### config.mk
export PLATFORM = sky130hd
export DESIGN_NAME = spps_sieve
export DESIGN_NICKNAME = d
export VERILOG_FILES = /design/src/rtl/core/spps_pkg.sv /design/src/rtl/core/spps_sieve.sv
export VERILOG_INCLUDE_DIRS = /design/src /design/src/rtl/core
export SDC_FILE = /design/constraint.sdc
export NUM_CORES = 1
export LEC_CHECK = 0
export ABC_AREA = 1
export BUFFER_PORTS_ARGS = -buffer_cell sky130_fd_sc_hd__buf_2
export CAP_MARGIN = 15
export CELL_PAD_IN_SITES_DETAIL_PLACEMENT = 0
export CELL_PAD_IN_SITES_GLOBAL_PLACEMENT = 1
export CORE_AREA = 2 2 183 257
export DETAILED_ROUTE_END_ITERATION = 7
export DIE_AREA = 0 0 185 259
export GPL_TIMING_DRIVEN = 0
export PLACE_DENSITY = 0.84
export SLEW_MARGIN = 30
export SYNTH_ARGS = -nofsm -noshare
export SYNTH_HDL_FRONTEND = slang
export SYNTH_SLANG_ARGS = --single-unit
export TNS_END_PERCENT = 100
### constraint.sdc
create_clock -name clk -period 9.6 [get_ports clk]
set_clock_uncertainty 0.15 [all_clocks]
set_input_delay 1.92 -clock clk [delete_from_list [all_inputs] [get_ports clk]]
set_output_delay 1.92 -clock clk [all_outputs]
set_load 0.02 [all_outputs]
### src/rtl/core/assert_macros.svh
// assertion macros shared by the sieve rtl
`ifndef ASSERT_MACROS_SVH
`define ASSERT_MACROS_SVH
`ifndef SYNTH
`define ASSERT_IMPL(lbl, ante, cons, msg) \
	lbl: assert property (@(posedge clk) disable iff (!arst_n) (ante) |-> (cons)) else $error(msg);
`define ASSERT_NEXT(lbl, ante, cons, msg) \
	lbl: assert property (@(posedge clk) disable iff (!arst_n) (ante) |=> (cons)) else $error(msg);
`else
`define ASSERT_IMPL(lbl, ante, cons, msg)
`define ASSERT_NEXT(lbl, ante, cons, msg)
`endif
`endif

### src/rtl/core/spps_pkg.sv
// types and constants of the smallest prime power sieve
`default_nettype none
package spps_pkg;
	localparam int QN_W   = 16;
	localparam int FAC_W  = 16;
	localparam int EXP_W  = 4;
	localparam int LIM_W  = 17;
	localparam int ADDR_W = 16;
	localparam int P_W    = 9;
	localparam int FULL_DEPTH = 1 << ADDR_W;
	localparam logic [LIM_W-1:0] LIMIT_RST = LIM_W'(FULL_DEPTH);

	typedef struct packed {
		logic             comp;
		logic [FAC_W-1:0] factor;
		logic [FAC_W-1:0] power;
		logic [EXP_W-1:0] expo;
	} entry_t;

	typedef struct packed {
		logic              rd_en;
		logic [ADDR_W-1:0] rd_addr;
		logic              wr_en;
		logic [ADDR_W-1:0] wr_addr;
		entry_t            wr_data;
	} mem_req_t;
endpackage
`default_nettype wire

### src/rtl/core/spps_sieve.sv
// table clear and eratosthenes build sequencer with read-modify-write
`default_nettype none
`include "assert_macros.svh"
module spps_sieve
	import spps_pkg::*;
#(
	parameter int DEPTH = 65536
) (
	input  wire logic   clk,
	input  wire logic   arst_n,
	input  wire entry_t rd_data,
	output mem_req_t    req,
	output logic        done
);
	localparam int AW = $clog2(DEPTH);
	localparam int KW = AW + 2;
	localparam logic [31:0] DEPTH_W = 32'(DEPTH);
	localparam logic [AW-1:0] CLR_LAST = AW'(DEPTH - 1);

	localparam logic [2:0] S_CLEAR  = 3'd0;
	localparam logic [2:0] S_PRD    = 3'd1;
	localparam logic [2:0] S_PTEST  = 3'd2;
	localparam logic [2:0] S_POW    = 3'd3;
	localparam logic [2:0] S_STRIKE = 3'd4;
	localparam logic [2:0] S_DONE   = 3'd5;

	logic [2:0]        state_q;
	logic [AW-1:0]     clr_q;
	logic [P_W-1:0]    p_q;
	logic [ADDR_W-1:0] pw_q;
	logic [EXP_W-1:0]  e_q;
	logic [KW-1:0]     k_q;
	logic [ADDR_W-1:0] pow_q [1 << EXP_W];

	logic              s1_valid;
	logic              s1_strike;
	logic [ADDR_W-1:0] s1_addr;
	logic [P_W-1:0]    s1_p;
	logic [ADDR_W-1:0] s1_pw;
	logic [EXP_W-1:0]  s1_e;
	logic              fwd_s1;
	entry_t            fwd_word_s1;

	logic [2*P_W-1:0]      pp;
	logic [ADDR_W+P_W-1:0] prod;
	logic                  pp_in;
	logic                  prod_in;
	logic                  strike_rd;
	logic                  check_rd;
	logic                  strike_wr;
	entry_t                rd_word;
	entry_t                clr_word;

	assign pp        = p_q * p_q;
	assign prod      = pw_q * p_q;
	assign pp_in     = 32'(pp) < DEPTH_W;
	assign prod_in   = 32'(prod) < DEPTH_W;
	assign strike_rd = (state_q == S_STRIKE) && (32'(k_q) < DEPTH_W);
	assign check_rd  = (state_q == S_PRD) && pp_in;
	assign rd_word   = fwd_s1 ? fwd_word_s1 : rd_data;
	assign strike_wr = s1_valid && s1_strike && !rd_word.comp;
	assign done      = (state_q == S_DONE);

	// zero and one are marked with their fixed entries
	always_comb begin
		clr_word = '0;
		if (clr_q == AW'(0)) begin
			clr_word.comp = 1'b1;
		end else if (clr_q == AW'(1)) begin
			clr_word.comp   = 1'b1;
			clr_word.factor = FAC_W'(1);
			clr_word.power  = FAC_W'(1);
		end
	end

	always_comb begin
		req.rd_en   = check_rd || strike_rd;
		req.rd_addr = check_rd ? ADDR_W'(p_q) : ADDR_W'(k_q);
		req.wr_en   = (state_q == S_CLEAR) || strike_wr;
		if (state_q == S_CLEAR) begin
			req.wr_addr = ADDR_W'(clr_q);
			req.wr_data = clr_word;
		end else begin
			req.wr_addr        = s1_addr;
			req.wr_data.comp   = 1'b1;
			req.wr_data.factor = FAC_W'(s1_p);
			req.wr_data.power  = s1_pw;
			req.wr_data.expo   = s1_e;
		end
	end

	always_ff @(posedge clk or negedge arst_n) begin
		if (!arst_n) begin
			s1_valid  <= 1'b0;
			s1_strike <= 1'b0;
			fwd_s1    <= 1'b0;
		end else begin
			s1_valid  <= req.rd_en;
			s1_strike <= strike_rd;
			fwd_s1    <= req.wr_en && req.rd_en && (req.wr_addr == req.rd_addr);
		end
	end

	always_ff @(posedge clk) begin
		s1_addr     <= req.rd_addr;
		s1_p        <= p_q;
		s1_pw       <= pw_q;
		s1_e        <= e_q;
		fwd_word_s1 <= req.wr_data;
		if (state_q == S_PTEST && !rd_word.comp) begin
			pow_q[EXP_W'(1)] <= ADDR_W'(p_q);
		end else if (state_q == S_POW && prod_in) begin
			pow_q[e_q + EXP_W'(1)] <= prod[ADDR_W-1:0];
		end
	end

	always_ff @(posedge clk or negedge arst_n) begin
		if (!arst_n) begin
			state_q <= S_CLEAR;
			clr_q   <= '0;
			p_q     <= P_W'(2);
			pw_q    <= '0;
			e_q     <= '0;
			k_q     <= '0;
		end else begin
			unique case (state_q)
				S_CLEAR: begin
					clr_q <= clr_q + AW'(1);
					if (clr_q == CLR_LAST) begin
						state_q <= S_PRD;
					end
				end
				S_PRD: begin
					state_q <= pp_in ? S_PTEST : S_DONE;
				end
				S_PTEST: begin
					if (rd_word.comp) begin
						p_q     <= p_q + P_W'(1);
						state_q <= S_PRD;
					end else begin
						pw_q    <= ADDR_W'(p_q);
						e_q     <= EXP_W'(1);
						state_q <= S_POW;
					end
				end
				S_POW: begin
					if (prod_in) begin
						pw_q <= prod[ADDR_W-1:0];
						e_q  <= e_q + EXP_W'(1);
					end else begin
						k_q     <= KW'(pw_q);
						state_q <= S_STRIKE;
					end
				end
				S_STRIKE: begin
					// highest power first so an entry keeps its full power
					if (strike_rd) begin
						k_q <= k_q + KW'(pw_q);
					end else if (e_q == EXP_W'(1)) begin
						p_q     <= p_q + P_W'(1);
						state_q <= S_PRD;
					end else begin
						e_q  <= e_q - EXP_W'(1);
						pw_q <= pow_q[e_q - EXP_W'(1)];
						k_q  <= (e_q == EXP_W'(2)) ? KW'(pow_q[EXP_W'(2)]) : KW'(pow_q[e_q - EXP_W'(1)]);
					end
				end
				S_DONE: begin
					state_q <= S_DONE;
				end
				default: begin
					state_q <= S_CLEAR;
				end
			endcase
		end
	end

	`ASSERT_IMPL(a_no_wr_done, state_q == S_DONE, !req.wr_en, "table written after build")
	`ASSERT_IMPL(a_ptest_read, state_q == S_PTEST, s1_valid && !s1_strike, "prime check without read")
	`ASSERT_IMPL(a_strike_exp, state_q == S_STRIKE, e_q != EXP_W'(0), "strike pass with zero exponent")
endmodule
`default_nettype wire

==> metrics.md <==
| Metric | Value |
|---|---|
| Chip height | `259 um` |
| Setup violators final | `0` |
| Share of layout cells above drive strength 1 | `9.35%` |
| CP max stage delay | `0.58 ns` |
| First-pass GRT wire length | `108 mm` |
| Crit-path leading delay family | `adder cells` |
| Layout Cells excl Fill | `3409` |
| Slew Viols, Final | `0` |
| Placed insts | `3341` |
| Initial antenna violation count | `0` |
| Root buf cell | `clkbuf_16` |
| Clock Tree Buf Depth | `3` |
| First drt pass iteration count | `5` |
| Relative slew margins | `33.7%` |
| Met2 routed WL | `34.7 mm` |
| DP HPWL | `52.9 mm` |
| Yosys reg bits | `371` |
| Worst-Margin Slew | `0.994 ns` |
| WL final | `70.8 mm` |
| Met3 wire length | `4.81 mm` |
| Row cnt | `93` |
| Maximum clock rate | `0.115 GHz` |
| Initial Util | `51.5%` |
| Vias in the first global route | `19300` |
| CP cell instances | `clkbuf_1 > clkbuf_1 > nand2_1 > inv_1 > fa_1 > inv_1 > fa_1 > fa_1 > inv_1 > fa_1 > ha_1 > a21o_1 > nor2_1 > o21ai_0 > nand2_1 > nand3_1 > nand2_1 > nand2_1 > nor2_2 > nand2_1 > nand2_1 > buf_2` |
| Crit path max-delay cell type | `clkbuf_1` |
| Tightest Hold Check Type | `flip-flop to flip-flop` |
| Worst Hold Path EP | `s1_p[7]` |
| Post-cts sizing count | `0` |
| Detailed-route DRC error count | `0` |
| Asr flop ratio synth | `18.6%` |
| GPL Wtd Cong | `0.922` |
| TritonCTS Sinks | `371` |
| Mapped Cells | `2641` |
| Cell mode on critical path | `nand2_1` |
| Outcome | `finished clean` |
| Min-delay src | `p_q[7]` |
| Crit-path max FO | `10` |
| Setup crit end kind | `primary output` |
| Post-CTS setup buffers | `0` |
| Type of origin of the critical path | `flip-flop` |
| Core area | `45600 um^2` |
| Clk_lat worst skew | `0.58 ns` |
| CP Data Arrival Time | `6.61 ns` |
| Hold_buf cts | `0` |
| FF+latch area | `10300 um^2` |
| Worst r2r path cells | `26` |
| Commonest non-fill, non-tap cell in the layout | `nand2_1` |
| Reg2reg start | `p_q[1]` |
| # IOs | `111` |
| Die ar. | `47900 um^2` |
| Synth Flop Type | `edfxtp_1` |
| Syn avg cell area | `8.90 um^2` |
| Multi-input logic area | `11100 um^2` |
| Reg2reg end | `pow_q[13][4]` |
| CP bufs+invs | `6` |
| # fillers | `4101` |
| CTS Buf Count | `38` |
| Routed Antenna Nets | `0` |
| Final core occ | `57.5%` |
| Metal-1 WL | `26.2 mm` |
| Hold Fails Final Rpt | `0` |
| Chip width | `185 um` |
| Fin crit share | `90.5%` |
| Total grt overflow | `0` |
| Data required time at the worst endpoint | `7.53 ns` |
| Largest net degree at the start of global routing | `44` |
| Crit path kind | `flip-flop to primary output` |
| Port Buffers | `67` |
| 1st-iter DRT viols | `1625` |
| Number of synthesized flops with an enable pin | `256` |
| Synth unique cells | `56` |
| Min cycle time layout | `8.68 ns` |
| GRT Total Usage | `30.2%` |
| Top Layer Used | `met4` |
| Warnings, synthesis | `0` |
| RSZ-0062 raised after global routing | `no` |
| Sequential fraction of the synthesis area | `44.0%` |
| Vias/cell | `5.58` |
| Worst Hold Path Cells | `0` |
| Routed len/inst | `20.8 um` |
| Htree depth | `2` |
| P&R area growth vs syn | `11.5%` |
| Routed via count | `19000` |
| Commonest cells after routing, fill and taps aside | `nand2_1, inv_1, edfxtp_1, nor2_1, o21ai_0` |
| R2r setup slk | `1.68 ns` |
| Nets | `3037` |
| Worst-path clk slew | `0.06 ns` |
| # diodes | `0` |
| Mapped Area | `23500 um^2` |
| CTS tree | `yes` |
| Max Cap Viol | `0` |
| Setup_tns | `0 ns` |
==> how the worst max path moves through the flow <==
stage	from	end	cells past startpoint
6_report	p_q[1]	req[58]	22
5_1_grt	p_q[8]	req[57]	22
4_1_cts	p_q[1]	req[59]	23
3_5_place_dp	p_q[1]	req[59]	22
3_3_place_gp	p_q[1]	pow_q[9][10]	26
2_1_floorplan	p_q[1]	req[57]	21
==> cell usage after synthesis (11+ instances only) <==
cell type  number  share of area (%)
dfxtp_1        46                3.9
buf_2          21               0.45
edfxtp_1      256                 33
buf_1          11               0.18
ha_1          101                5.4
or2_2          16               0.43
inv_1         451                7.2
nand2_1       531                8.5
o21ai_0       234                5.0
nand4_1        19               0.51
o21ai_2        15               0.56
o22ai_1        35               0.93
o211ai_1       37                1.2
o221ai_1       22               0.82
nand3_1        82                1.7
xnor2_1        13               0.48
fa_1          133                 11
a21oi_1        68                1.4
dfrtp_1        68                7.2
xor2_1         26               0.97
clkbuf_1       85                1.4
nor2_1        266                4.2
==> registers in the layout, indices dropped and copies added (netlist names) <==
signal       flops
s1_p             9
s1_valid         1
s1_pw           16
clr_q           16
p_q              9
pow_q          256
state_q          3
fwd_word_s1      1
pw_q            16
s1_addr         16
s1_e             4
s1_strike        1
fwd_s1           1
e_q              4
k_q             18
==> stage by stage <==
step / instance area, um^2 / setup slack [ns] / hold slack [ns]
after floorplan: 23500 / 2.65 / 0.192
after global placement: 24600 / 0.957 / 0.200
after detailed placement: 25000 / 1.56 / 0.209
after CTS: 26200 / 0.970 / 0.224
after global routing: 26200 / 0.630 / 0.228
final: 26200 / 0.916 / 0.221
==> cell type report <==
cell class                      count  area share, %
Buffer                            128           2.15
Clock buffer                       49           4.07
Clock inverter                     19          0.573
Inverter                          457           6.54
Multi-Input combinational cell   1691           42.2
Sequential cell                   371           39.4
Tap cell                          617           2.94
Timing Repair Buffer               77           2.07
==> worst register-to-register path: stages, from the launching register on <==
cell and delay [ns]:
dfstp_2 0.55, clkbuf_1 0.51, clkbuf_1 0.59, nand2_1 0.16, fa_1 0.55, inv_1 0.06, fa_1 0.50, inv_1 0.05
fa_1 0.48, fa_1 0.56, inv_1 0.04, ha_1 0.35, nand2_1 0.12, nor2_1 0.29, nand3_1 0.21, nand3_1 0.16
nand3_1 0.10, nand2_1 0.07, nand2_1 0.04, nand2_1 0.14, nand2_1 0.08, nor2_1 0.09, nand4_1 0.31, buf_2 0.34
nand2_1 0.16, nand2_1 0.26, nor2_4 0.61
==> kinds of logic (layout without fill, tap and decap cells) <==
family | Yosys count | count (layout) | share of synthesized area (%)
adder cells (fa/ha/maj) | 234 | 234 | 16.7
other | 1 | 7 | 0.0160
AO/OA/AOI/OAI | 446 | 446 | 11.0
XOR/XNOR | 41 | 41 | 1.59
buffers and inverters | 585 | 730 | 9.69
flip-flops | 371 | 371 | 44.0
AND/OR/NAND/NOR | 963 | 963 | 17.0
==> metal layers <==
metal	track usage (%)	vias up
li1	-	8751
met3	4.19	264
met2	52.1	880
met1	35.3	9131
met4	19.0	0
met5	0	-
Power is left out: the tool's default activity adds up to more than one toggle a clock period on the data nets, which glitch-free logic cannot reach.
